<file path="src/rtl/core/imufp_pkg.sv">
// Package for the IMU frame parser: parse phases, protocol bytes and the
// frame result type shared by the core, the result register and the top level.
// No dependencies.
`default_nettype none

package imufp_pkg;

    localparam int unsigned BYTE_W  = 8;
    localparam int unsigned VALUE_W = 32;
    localparam int unsigned NUM_AXES = 3;

    localparam logic [BYTE_W-1:0] HDR_FIRST  = 8'h59;
    localparam logic [BYTE_W-1:0] HDR_SECOND = 8'h53;
    localparam logic [BYTE_W-1:0] REC_ACCEL  = 8'h10;
    localparam logic [BYTE_W-1:0] REC_EULER  = 8'h40;
    localparam logic [BYTE_W-1:0] REC_LEN    = 8'd12;

    // Record byte counter: 0 waits for an id, 1 for a length, 2..13 data bytes.
    localparam logic [3:0] RBC_WAIT_ID  = 4'd0;
    localparam logic [3:0] RBC_WAIT_LEN = 4'd1;
    localparam logic [3:0] RBC_DATA0    = 4'd2;
    localparam logic [3:0] RBC_LAST     = 4'd13;

    typedef enum logic [2:0] {
        PH_HUNT1   = 3'd0,
        PH_HUNT2   = 3'd1,
        PH_ID0     = 3'd2,
        PH_ID1     = 3'd3,
        PH_LEN     = 3'd4,
        PH_PAYLOAD = 3'd5,
        PH_CKLO    = 3'd6,
        PH_CKHI    = 3'd7
    } t_phase;

    typedef struct packed {
        logic               status;
        logic               accel_upd;
        logic [VALUE_W-1:0] accel_x;
        logic [VALUE_W-1:0] accel_y;
        logic [VALUE_W-1:0] accel_z;
        logic               angles_upd;
        logic [VALUE_W-1:0] pitch;
        logic [VALUE_W-1:0] roll;
        logic [VALUE_W-1:0] yaw;
    } t_result;

endpackage

`default_nettype wire

</file>
<file path="src/rtl/core/imufp_in_reg.sv">
// Input register of the IMU frame parser: holds one received byte until the
// parse core consumes it. Uses imufp_pkg for the byte width.
`default_nettype none

module imufp_in_reg (
    input  wire logic                        i_clk,
    input  wire logic                        i_rst_n,
    input  wire logic                        i_valid,
    input  wire logic [imufp_pkg::BYTE_W-1:0] i_byte,
    output logic                             o_stall,
    output logic                             o_valid,
    output logic [imufp_pkg::BYTE_W-1:0]      o_byte,
    input  wire logic                        i_pop
);
    import imufp_pkg::*;

    logic              r_valid;
    logic [BYTE_W-1:0] r_byte;

    // Hold a byte the core cannot take yet; otherwise refill every cycle.
    assign o_stall = r_valid && !i_pop;
    assign o_valid = r_valid;
    assign o_byte  = r_byte;

    always_ff @(posedge i_clk) begin
        if (!i_rst_n) begin
            r_valid <= 1'b0;
        end else if (!o_stall) begin
            r_valid <= i_valid;
        end
    end

    always_ff @(posedge i_clk) begin
        if (!o_stall && i_valid) begin
            r_byte <= i_byte;
        end
    end

endmodule

`default_nettype wire

</file>
<file path="src/rtl/core/imufp_core.sv">
// Parse core of the IMU frame parser: header hunt, mod-256 Fletcher sums, record
// decode and pending values; one byte per step. Uses imufp_pkg.
`default_nettype none

module imufp_core (
    input  wire logic                         i_clk,
    input  wire logic                         i_rst_n,
    input  wire logic                         i_step,
    input  wire logic [imufp_pkg::BYTE_W-1:0] i_byte,
    output logic                              o_at_result,
    output imufp_pkg::t_result                o_result
);
    import imufp_pkg::*;

    t_phase             r_phase,     n_phase;
    logic [BYTE_W-1:0]  r_sum_a,     n_sum_a;
    logic [BYTE_W-1:0]  r_sum_b,     n_sum_b;
    logic [BYTE_W-1:0]  r_left,      n_left;
    logic [BYTE_W-1:0]  r_cand,      n_cand;
    logic [3:0]         r_rbc,       n_rbc;
    logic [VALUE_W-1:0] r_shift,     n_shift;
    logic [VALUE_W-1:0] r_accel  [NUM_AXES];
    logic [VALUE_W-1:0] n_accel  [NUM_AXES];
    logic [VALUE_W-1:0] r_angles [NUM_AXES];
    logic [VALUE_W-1:0] n_angles [NUM_AXES];
    logic [1:0]         r_flags,     n_flags;
    logic [BYTE_W-1:0]  r_check_low, n_check_low;

    logic [BYTE_W-1:0]  sum_a_add;
    logic [BYTE_W-1:0]  sum_b_add;
    logic [BYTE_W-1:0]  left_dec;
    logic [VALUE_W-1:0] shift_in;
    logic [3:0]         data_idx;
    logic [1:0]         axis;
    logic               cand_known;
    logic               ok;
    logic               acc;
    logic               ang;

    assign sum_a_add  = r_sum_a + i_byte;
    assign sum_b_add  = r_sum_b + sum_a_add;
    assign left_dec   = r_left - 8'd1;
    assign shift_in   = {i_byte, r_shift[VALUE_W-1:BYTE_W]};
    assign data_idx   = r_rbc - RBC_DATA0;
    assign axis       = data_idx[3:2];
    assign cand_known = (r_cand == REC_ACCEL) || (r_cand == REC_EULER);

    always_comb begin
        n_phase     = r_phase;
        n_sum_a     = r_sum_a;
        n_sum_b     = r_sum_b;
        n_left      = r_left;
        n_cand      = r_cand;
        n_rbc       = r_rbc;
        n_shift     = r_shift;
        n_accel     = r_accel;
        n_angles    = r_angles;
        n_flags     = r_flags;
        n_check_low = r_check_low;

        unique case (r_phase)
            PH_HUNT1: begin
                if (i_byte == HDR_FIRST) begin
                    n_phase = PH_HUNT2;
                end
            end
            PH_HUNT2: begin
                if (i_byte == HDR_SECOND) begin
                    n_phase = PH_ID0;
                    n_sum_a = '0;
                    n_sum_b = '0;
                    n_flags = '0;
                end else if (i_byte != HDR_FIRST) begin
                    n_phase = PH_HUNT1;
                end
            end
            PH_ID0: begin
                n_sum_a = sum_a_add;
                n_sum_b = sum_b_add;
                n_phase = PH_ID1;
            end
            PH_ID1: begin
                n_sum_a = sum_a_add;
                n_sum_b = sum_b_add;
                n_phase = PH_LEN;
            end
            PH_LEN: begin
                n_sum_a = sum_a_add;
                n_sum_b = sum_b_add;
                n_left  = i_byte;
                n_rbc   = RBC_WAIT_ID;
                n_phase = (i_byte == '0) ? PH_CKLO : PH_PAYLOAD;
            end
            PH_PAYLOAD: begin
                n_sum_a = sum_a_add;
                n_sum_b = sum_b_add;
                n_left  = left_dec;
                if (r_rbc == RBC_WAIT_ID) begin
                    n_cand = i_byte;
                    n_rbc  = RBC_WAIT_LEN;
                end else if (r_rbc == RBC_WAIT_LEN) begin
                    // Accept a record only if it fits in what is left.
                    if (cand_known && i_byte == REC_LEN && left_dec >= REC_LEN) begin
                        n_rbc   = RBC_DATA0;
                        n_shift = '0;
                    end else begin
                        n_cand = i_byte;
                        n_rbc  = RBC_WAIT_LEN;
                    end
                end else begin
                    n_shift = shift_in;
                    if (data_idx[1:0] == 2'b11 && axis < 2'(NUM_AXES)) begin
                        if (r_cand == REC_ACCEL) begin
                            n_accel[axis] = shift_in;
                        end else begin
                            n_angles[axis] = shift_in;
                        end
                    end
                    if (r_rbc >= RBC_LAST) begin
                        n_flags = r_flags | ((r_cand == REC_ACCEL) ? 2'b01 : 2'b10);
                        n_rbc   = RBC_WAIT_ID;
                    end else begin
                        n_rbc = r_rbc + 4'd1;
                    end
                end
                if (left_dec == '0) begin
                    n_phase = PH_CKLO;
                end
            end
            PH_CKLO: begin
                n_check_low = i_byte;
                n_phase     = PH_CKHI;
            end
            PH_CKHI: begin
                n_flags = '0;
                n_rbc   = RBC_WAIT_ID;
                n_left  = '0;
                n_phase = PH_HUNT1;
            end
        endcase
    end

    // Frame result, meaningful while the high check byte is in front.
    assign ok  = (r_check_low == r_sum_a) && (i_byte == r_sum_b);
    assign acc = ok && r_flags[0];
    assign ang = ok && r_flags[1];

    assign o_at_result         = (r_phase == PH_CKHI);
    assign o_result.status     = !ok;
    assign o_result.accel_upd  = acc;
    assign o_result.accel_x    = acc ? r_accel[0] : '0;
    assign o_result.accel_y    = acc ? r_accel[1] : '0;
    assign o_result.accel_z    = acc ? r_accel[2] : '0;
    assign o_result.angles_upd = ang;
    assign o_result.pitch      = ang ? r_angles[0] : '0;
    assign o_result.roll       = ang ? r_angles[1] : '0;
    assign o_result.yaw        = ang ? r_angles[2] : '0;

    always_ff @(posedge i_clk) begin
        if (!i_rst_n) begin
            r_phase <= PH_HUNT1;
            r_flags <= '0;
            r_rbc   <= RBC_WAIT_ID;
            r_left  <= '0;
        end else if (i_step) begin
            r_phase <= n_phase;
            r_flags <= n_flags;
            r_rbc   <= n_rbc;
            r_left  <= n_left;
        end
    end

    always_ff @(posedge i_clk) begin
        if (i_step) begin
            r_sum_a     <= n_sum_a;
            r_sum_b     <= n_sum_b;
            r_cand      <= n_cand;
            r_shift     <= n_shift;
            r_accel     <= n_accel;
            r_angles    <= n_angles;
            r_check_low <= n_check_low;
        end
    end

endmodule

`default_nettype wire

</file>
<file path="src/rtl/core/imufp_out_reg.sv">
// Result register of the IMU frame parser: holds one frame result until the
// downstream side takes it. Uses imufp_pkg for the result type.
`default_nettype none

module imufp_out_reg (
    input  wire logic                i_clk,
    input  wire logic                i_rst_n,
    input  wire logic                i_load,
    input  wire imufp_pkg::t_result  i_result,
    output logic                     o_ready,
    output logic                     o_valid,
    output imufp_pkg::t_result       o_result,
    input  wire logic                i_stall
);
    import imufp_pkg::*;

    logic    r_valid;
    t_result r_result;

    // Take a new result when empty or when the held one leaves this cycle.
    assign o_ready  = !r_valid || !i_stall;
    assign o_valid  = r_valid;
    assign o_result = r_result;

    always_ff @(posedge i_clk) begin
        if (!i_rst_n) begin
            r_valid <= 1'b0;
        end else if (o_ready) begin
            r_valid <= i_load;
        end
    end

    always_ff @(posedge i_clk) begin
        if (o_ready && i_load) begin
            r_result <= i_result;
        end
    end

endmodule

`default_nettype wire

</file>
<file path="src/rtl/core/imu_frame_parser_unit.sv">
// IMU binary frame parser, top level: byte input register, parse core and
// frame result register. Depends on imufp_pkg, imufp_in_reg, imufp_core, imufp_out_reg.
`default_nettype none

// Feed the received serial stream one byte per request on i_rx_byte. The block
// hunts for the header 0x59 0x53, reads a two-byte frame id, a length byte,
// the payload and two mod-256 Fletcher check bytes (low byte first); the sums cover
// id, length and payload. Acceleration (0x10) and Euler angle (0x40) records
// of length 12 in the payload are decoded as three little-endian signed
// 32-bit raw values each. One result request leaves per frame, on the high
// check byte: o_frame_status 0 means the frame checked out, 1 a checksum
// mismatch (then all flags and values are 0); values whose updated flag is 0
// read as 0. Every other byte produces no result. The block takes one byte
// per clock cycle while o_stall is low; a byte is held in the input register
// until the parse core consumes it, and a frame result is loaded into the result
// register on the same edge that consumes its high check byte, so o_valid
// rises in the cycle after that byte is consumed. Only a result register held
// by o_valid with i_stall high slows input, and then only once the next high
// check byte reaches the parse core.

module imu_frame_parser_unit (
    input  wire logic                          i_clk,
    input  wire logic                          i_rst_n,
    // byte input channel
    input  wire logic                          i_valid,
    input  wire logic [imufp_pkg::BYTE_W-1:0]  i_rx_byte,
    output logic                               o_stall,
    // frame result channel
    output logic                               o_valid,
    input  wire logic                          i_stall,
    output logic                               o_frame_status,
    output logic                               o_accel_updated,
    output logic signed [imufp_pkg::VALUE_W-1:0] o_accel_x,
    output logic signed [imufp_pkg::VALUE_W-1:0] o_accel_y,
    output logic signed [imufp_pkg::VALUE_W-1:0] o_accel_z,
    output logic                               o_angles_updated,
    output logic signed [imufp_pkg::VALUE_W-1:0] o_pitch,
    output logic signed [imufp_pkg::VALUE_W-1:0] o_roll,
    output logic signed [imufp_pkg::VALUE_W-1:0] o_yaw
);
    import imufp_pkg::*;

    logic              in_valid;
    logic [BYTE_W-1:0] in_byte;
    logic              step;
    logic              at_result;
    logic              out_ready;
    t_result           core_result;
    t_result           out_result;

    // Advance the core unless its byte yields a result the output cannot take.
    assign step = in_valid && (!at_result || out_ready);

    imufp_in_reg u_in_reg (
        .i_clk   (i_clk),
        .i_rst_n (i_rst_n),
        .i_valid (i_valid),
        .i_byte  (i_rx_byte),
        .o_stall (o_stall),
        .o_valid (in_valid),
        .o_byte  (in_byte),
        .i_pop   (step)
    );

    imufp_core u_core (
        .i_clk       (i_clk),
        .i_rst_n     (i_rst_n),
        .i_step      (step),
        .i_byte      (in_byte),
        .o_at_result (at_result),
        .o_result    (core_result)
    );

    imufp_out_reg u_out_reg (
        .i_clk    (i_clk),
        .i_rst_n  (i_rst_n),
        .i_load   (step && at_result),
        .i_result (core_result),
        .o_ready  (out_ready),
        .o_valid  (o_valid),
        .o_result (out_result),
        .i_stall  (i_stall)
    );

    // Drive the result fields from the held result.
    assign o_frame_status   = out_result.status;
    assign o_accel_updated  = out_result.accel_upd;
    assign o_accel_x        = $signed(out_result.accel_x);
    assign o_accel_y        = $signed(out_result.accel_y);
    assign o_accel_z        = $signed(out_result.accel_z);
    assign o_angles_updated = out_result.angles_upd;
    assign o_pitch          = $signed(out_result.pitch);
    assign o_roll           = $signed(out_result.roll);
    assign o_yaw            = $signed(out_result.yaw);

endmodule

`default_nettype wire

</file>
<file path="config.mk">
export PLATFORM = sky130hd
export DESIGN_NAME = imu_frame_parser_unit
export DESIGN_NICKNAME = d
export VERILOG_FILES = /design/src/rtl/core/imufp_pkg.sv /design/src/rtl/core/imufp_in_reg.sv /design/src/rtl/core/imufp_core.sv /design/src/rtl/core/imufp_out_reg.sv /design/src/rtl/core/imu_frame_parser_unit.sv
export SDC_FILE = /design/constraint.sdc
export NUM_CORES = 1
export LEC_CHECK = 0
export BUFFER_PORTS_ARGS = -buffer_cell sky130_fd_sc_hd__buf_2
export CELL_PAD_IN_SITES_DETAIL_PLACEMENT = 0
export CELL_PAD_IN_SITES_GLOBAL_PLACEMENT = 1
export CORE_MARGIN = 3
export CORE_UTILIZATION = 40
export DETAILED_ROUTE_END_ITERATION = 8
export PLACE_DENSITY = 0.63
export SYNTH_ARGS = -nofsm -noshare
export SYNTH_HDL_FRONTEND = slang
export SYNTH_HIERARCHICAL = 1
export SYNTH_SLANG_ARGS = --single-unit
</file>
<file path="constraint.sdc">
create_clock -name i_clk -period 8.5 [get_ports i_clk]
set_clock_uncertainty 0.05 [all_clocks]
set_input_delay 1.7 -clock i_clk [delete_from_list [all_inputs] [get_ports i_clk]]
set_output_delay 1.7 -clock i_clk [all_outputs]
set_load 0.05 [all_outputs]
</file>
Word level (Yosys, flattened, before mapping)
Cells that the tools add are included.
{"block": "word_totals", "output_inout_bits": 197, "elab_cells": 140, "memories": 0, "inputBits": 12, "ram_bits": 0, "romBits": 0, "regBits": 478, "latchBits": 0}
{"block": "op_classes", "mux": 30, "n_addsub": 5, "bitwise_logic": 5, "eq_ne": 26, "shift": 0, "n_div": 0, "reduce_logical": 42, "mul": 0, "order_cmp": 5}
{"cell": "$bwmux W96", "count": 2}
{"cell": "$mux W32", "count": 3}
{"cell": "$demux W32 S2", "count": 1}
{"cell": "$mux W8", "count": 4}
{"cell": "$pmux W8 S2", "count": 2}
{"cell": "$eq A8 B7 Y1 const B", "count": 3}
{"cell": "$pmux W3 S8", "count": 1}
{"cell": "$pmux W8 S3", "count": 1}
{"cell": "$reduce_and A6 Y1", "count": 3}
{"cell": "$add A8 B8 Y8", "count": 2}
{"cell": "$eq A8 B8 Y1", "count": 2}
{"cell": "$logic_not A8 Y1", "count": 2}
{"cell": "$mux W2", "count": 7}
{"cell": "$eq A3 B3 Y1 const B", "count": 4}
{"cell": "$logic_and A1 B1 Y1", "count": 12}
{"cell": "$mux W3", "count": 4}
{"cell": "$mux W4", "count": 3}
{"cell": "$reduce_and A4 Y1", "count": 3}
{"cell": "$ne A2 B1 Y1 const B", "count": 5}
{"cell": "$eq A8 B4 Y1 const B", "count": 1}
{"cell": "$eq A8 B5 Y1 const B", "count": 1}
{"cell": "$ge A8 B4 Y1 const B", "count": 1}
{"cell": "$ne A8 B7 Y1 const B", "count": 1}
{"cell": "$pmux W4 S2", "count": 1}
{"cell": "27 further kinds", "count": 44}

Depth between registers and ports, before layout
{"block": "logic_depth", "ltp_word": 8, "ltp_mapped": 16, "ltp_nobuf": 16}

Modules after synthesis
The synthesis kept the hierarchy.
{"module": "imufp_core", "seq_area_each_um2": 7787.5, "n_inst": 1, "cells_each": 809, "area_each_um2": 11197.0}
{"module": "imufp_out_reg", "seq_area_each_um2": 5875.6, "n_inst": 1, "cells_each": 200, "area_each_um2": 5896.9}
{"module": "imufp_in_reg", "seq_area_each_um2": 260.2, "n_inst": 1, "cells_each": 12, "area_each_um2": 287.8}
{"module": "imu_frame_parser_unit", "seq_area_each_um2": 0.0, "n_inst": 1, "cells_each": 3, "area_each_um2": 18.8}

Least setup slack after synthesis
No wires, ideal clock.
{"block": "synth_path", "path_type": "input-to-reg", "start": "input i_stall", "end": "register u_out_reg.r_result, in the netlist u_out_reg/o_result[0] (enable)", "n_path_buf": 0, "arrival_time_ns": 6.412, "setup_slack_ns": 1.459, "required_time_ns": 7.871, "path_stages": 3, "setup_ns": 0.579, "path_cell_list": "nand2_1 > and3_2 > and2_1"}
{"block": "synth_between", "elab_chain_len": 6}
{"element": "start, declared", "line": "imu_frame_parser_unit.sv:30", "rtl": "input wire logic i_stall,"}
{"element": "$logic_not A1 Y1 *", "line": "imufp_out_reg.sv:21", "rtl": "assign o_ready = !r_valid || !i_stall;"}
{"element": "$logic_or A1 B1 Y1 *", "line": "imufp_out_reg.sv:21"}
{"element": "$logic_or A1 B1 Y1", "line": "imu_frame_parser_unit.sv:52", "rtl": "assign step = in_valid && (!at_result || out_ready);"}
{"element": "$logic_and A1 B1 Y1", "line": "imu_frame_parser_unit.sv:52"}
{"element": "$logic_and A1 B1 Y1", "line": "imu_frame_parser_unit.sv:77", "rtl": ".i_load (step && at_result),"}
{"element": "$logic_and A1 B1 Y1 *", "line": "imufp_out_reg.sv:34", "rtl": "if (o_ready && i_load) begin"}
{"element": "end signal, assigned", "line": "imufp_out_reg.sv:35", "rtl": "r_result <= i_result;"}
{"element": "end, declared", "line": "imufp_out_reg.sv:18", "rtl": "t_result r_result;"}
Mark *: on every way between the ends. The rest lies on a longest branch, timed or not.
A chain may end at the register's enable or synchronous reset.

Final worst setup path
{"block": "layout_path", "start": "input i_stall", "end": "output o_stall"}
{"block": "layout_between", "elab_chain_len": 6}
{"element": "$logic_not A1 Y1", "line": "imufp_out_reg.sv:21"}
{"element": "$logic_or A1 B1 Y1", "line": "imufp_out_reg.sv:21"}
{"element": "net out_ready", "line": "imu_frame_parser_unit.sv:47", "rtl": "logic out_ready;"}
{"element": "$logic_or A1 B1 Y1", "line": "imu_frame_parser_unit.sv:52"}
{"element": "$logic_and A1 B1 Y1", "line": "imu_frame_parser_unit.sv:52"}
{"element": "net step", "line": "imu_frame_parser_unit.sv:45", "rtl": "logic step;"}
{"element": "$logic_not A1 Y1", "line": "imufp_in_reg.sv:21", "rtl": "assign o_stall = r_valid && !i_pop;"}
{"element": "$logic_and A1 B1 Y1", "line": "imufp_in_reg.sv:21"}
{"element": "end, declared", "line": "imu_frame_parser_unit.sv:27", "rtl": "output logic o_stall,"}
The timed path passes the listed nets, and every way through them passes these cells.

==> results.sh <==
export IMPL_final_common_cell="edfxtp_1"
export IMPL_synthTopCellsByArea="edfxtp_1, and3_1, dfxtp_1"
export IMPL_crit_family="buffers and inverters"
export IMPL_hold_path_class="reg -> reg"
export IMPL_clk_latency_ps=570
export IMPL_final_cell_area_sq_um=20670
export IMPL_dp_hpwl_um=23970
export IMPL_finalPower_mw=4.631
export IMPL_io_buffer_count=208
export IMPL_synthesis_nets=1060
export IMPL_diodes=0
export IMPL_cp_end_kind="output pin"
export IMPL_mostFrequentLayoutCells="edfxtp_1, buf_2, and3_1"
export IMPL_cts_tree="yes"
export IMPL_place_area_sq_um=19100
export IMPL_grt_pass1_vias=9250
export IMPL_antenna_found_initial=0
export IMPL_finalSetupTns_ps=0
export IMPL_cts_setup_buffers=0
export IMPL_cts_buffer_depth=3
export IMPL_drcViolationCount=0
export IMPL_syn_area_per_cell_sq_um=16.99
export IMPL_holdWs_ps=455.1
export IMPL_drtIter0Drc=766
export IMPL_status="finished clean"
export IMPL_wire_per_inst_um=20.89
export IMPL_gp_congestion=0.7981
export IMPL_hold_viol=0
export IMPL_hold_buffers=0
export IMPL_grt_remaining_overflow=0
export IMPL_synth_seq_cells=470
export IMPL_critical_path_max_stage_delay_ps=270
export IMPL_antenna_left=0
export IMPL_seq_area_frac_synth=0.8002
export IMPL_ios=209
export IMPL_grt_max_degree=154
export IMPL_numCtsBuffers=49
export IMPL_cp_num_buf_inv=4
export IMPL_synth_edff_count=451
export IMPL_setup_slack_ps=4188
export IMPL_rsz0062_at_grt="no"
export IMPL_htreeDepth=2
export IMPL_die_area_sq_um=46040
export IMPL_synth_top_area_cell="edfxtp_1"
export IMPL_area_delta_synth_final_pct=18.79
export IMPL_path_class="in -> out"
export IMPL_critPathLaunchType="primary input"
export IMPL_drive_gt1_frac=0.2422
export IMPL_final_max_slew_violation_count=0
export IMPL_grtUsageTotal=0.1660
export IMPL_fp_dieH_um=214.6
export IMPL_dp_slack_ps=3931
export IMPL_tightest_slew_ps=1229
export IMPL_async_reset_ff_frac=0
export IMPL_arrival_ps=2560
export IMPL_rows=75
export IMPL_max_cap_viol_count=0
export IMPL_nNetsFinal=1274
export IMPL_synth_top_cell_area_share=0.7783
export IMPL_cp_required_ps=6750
export IMPL_powerDensity_nw_per_um2=224.0
export IMPL_cts_clk_slew_worst_paths_ps=60
export IMPL_post_drt_via_cell_ratio=5.045
export IMPL_relSlewSlack=0.1788
export IMPL_synth_cell_types=63
export IMPL_cp_cell_sequence="buf_2, nand2_1, inv_1, a21boi_1, buf_4, nor2b_4, buf_2"
export IMPL_period_needed_ps=4312
export IMPL_cts_resized=0
export IMPL_vias=9349
export IMPL_firstDrtPassIters=4
export IMPL_p_leak_nw=8.666
export IMPL_ys_warn_count=6
export IMPL_synth_area_sq_um=17400
export IMPL_postSynthCellCount=1024
export IMPL_clock_root_buffer="clkbuf_16"
export IMPL_fmax_ghz=0.2319
export IMPL_start_util=0.4102
export IMPL_core_sq_um=42420
export IMPL_path_common_cell="buf_2"
export IMPL_grt_first_pass_wirelength_um=58510
export IMPL_critPathSlowestCell="buf_2"
export IMPL_synthFlopType="edfxtp_1"
export IMPL_worstPathMaxFanout=11
export IMPL_routed_wl_um=38710
export IMPL_finalCritPeriodShare=0.5073
export IMPL_ir_drop_mv=0.1366
export IMPL_finalSetupViolCount=0
export IMPL_clock_sinks=470
export IMPL_die_w_um=214.6
state kept, by name, summed over array words and instances, names as in the netlist:
| name | count |
|---|---|
| u_out_reg/o_result | 195 |
| u_core/r_accel | 96 |
| u_core/r_angles | 96 |
| u_core/r_shift | 24 |
| u_core/r_cand | 8 |
| u_core/r_check_low | 8 |
| u_core/r_left | 8 |
| u_core/r_sum_a | 8 |
| u_core/r_sum_b | 8 |
| u_in_reg/o_byte | 8 |
| u_core/r_rbc | 4 |
| u_core/r_phase | 3 |
| u_core/r_flags | 2 |
| u_in_reg/o_valid | 1 |
| u_out_reg/o_valid | 1 |
metal layers:
| layer | wire length (um) | global-route usage | up-vias |
|---|---|---|---|
| li1 | - | - | 4331 |
| met1 | 17670 | 0.2350 | 4691 |
| met2 | 18040 | 0.2596 | 282 |
| met3 | 2291 | 0.03812 | 45 |
| met4 | 714 | 0.04702 | 0 |
| met5 | 0 | 0 | - |
worst reg2reg max path, stage by stage, from the launching register on:
cell and delay (ps):
edfxtp_1 710, ha_1 270, inv_1 60, fa_1 400, nor2b_1 120, o21ai_0 110, and3_1 200, nor2_1 130
ha_1 280, and3_1 150, a2111oi_0 710, a21oi_1 170, xnor2_1 210, xnor2_1 140, nor2_1 50
metrics by stage:
stage                     utilization  instances
final                          0.4873       1853
after global routing           0.4873       1853
after CTS                      0.4873       1853
after detailed placement       0.4504       1764
after global placement         0.4504       1764
after floorplan                     -       1024
logic make-up after synthesis:
| family | after synthesis | share of synthesized area |
|---|---|---|
| flops | 470 | 0.8002 |
| simple gates | 340 | 0.1153 |
| buf+inv | 79 | 0.01812 |
| compound gates | 71 | 0.02797 |
| xor+xnor | 37 | 0.01862 |
| fa+ha+maj | 24 | 0.01812 |
| mux | 3 | 0.001726 |
power by group:
group | leakage [nW] | total [mW] | switching [mW] | internal [mW]
Clock | 0.766 | 2.06 | 0.839 | 1.22
Sequential | 4.74 | 2.52 | 0.00994 | 2.51
Combinational | 3.16 | 0.0511 | 0.0290 | 0.0221
Total | 8.67 | 4.63 | 0.878 | 3.75
cell usage after synthesis (3+ instances only):
| library cell | count |
|---|---|
| ha_1 | 22 |
| nor2_1 | 45 |
| o21a_1 | 3 |
| nor2b_1 | 35 |
| a21oi_1 | 20 |
| and3_1 | 195 |
| buf_2 | 3 |
| nand4_1 | 6 |
| inv_1 | 22 |
| nand3_1 | 6 |
| mux2i_1 | 3 |
| nor4b_1 | 3 |
| clkbuf_1 | 51 |
| and2_1 | 4 |
| nor3b_1 | 5 |
| nor3_1 | 6 |
| edfxtp_1 | 451 |
| o21ai_0 | 12 |
| xnor2_1 | 28 |
| xor2_1 | 9 |
| a211oi_1 | 3 |
| nand2_1 | 20 |
| dfxtp_1 | 19 |
final cells by class:
class,count,area (sq um)
clock buffers,62,1326
clock inverters,27,241.5
fillers,3614,21750
inverters,22,82.58
multi-input cells,475,3228
flip-flops and latches,470,13930
well taps,577,721.9
repair buffers,220,1144
worst paths after layout:
check	from	endpoint	slack, ps	cells after the start
max reg2reg	u_in_reg/o_byte[0]	u_core/r_sum_b[7]	4510	14
min reg2reg	u_core/r_rbc[1]	u_core/r_rbc[1]	460	2
min	u_core/r_rbc[1]	u_core/r_rbc[1]	460	2
max	i_stall	o_stall	4190	7
Note: power is estimated with default switching activity, not from simulation.
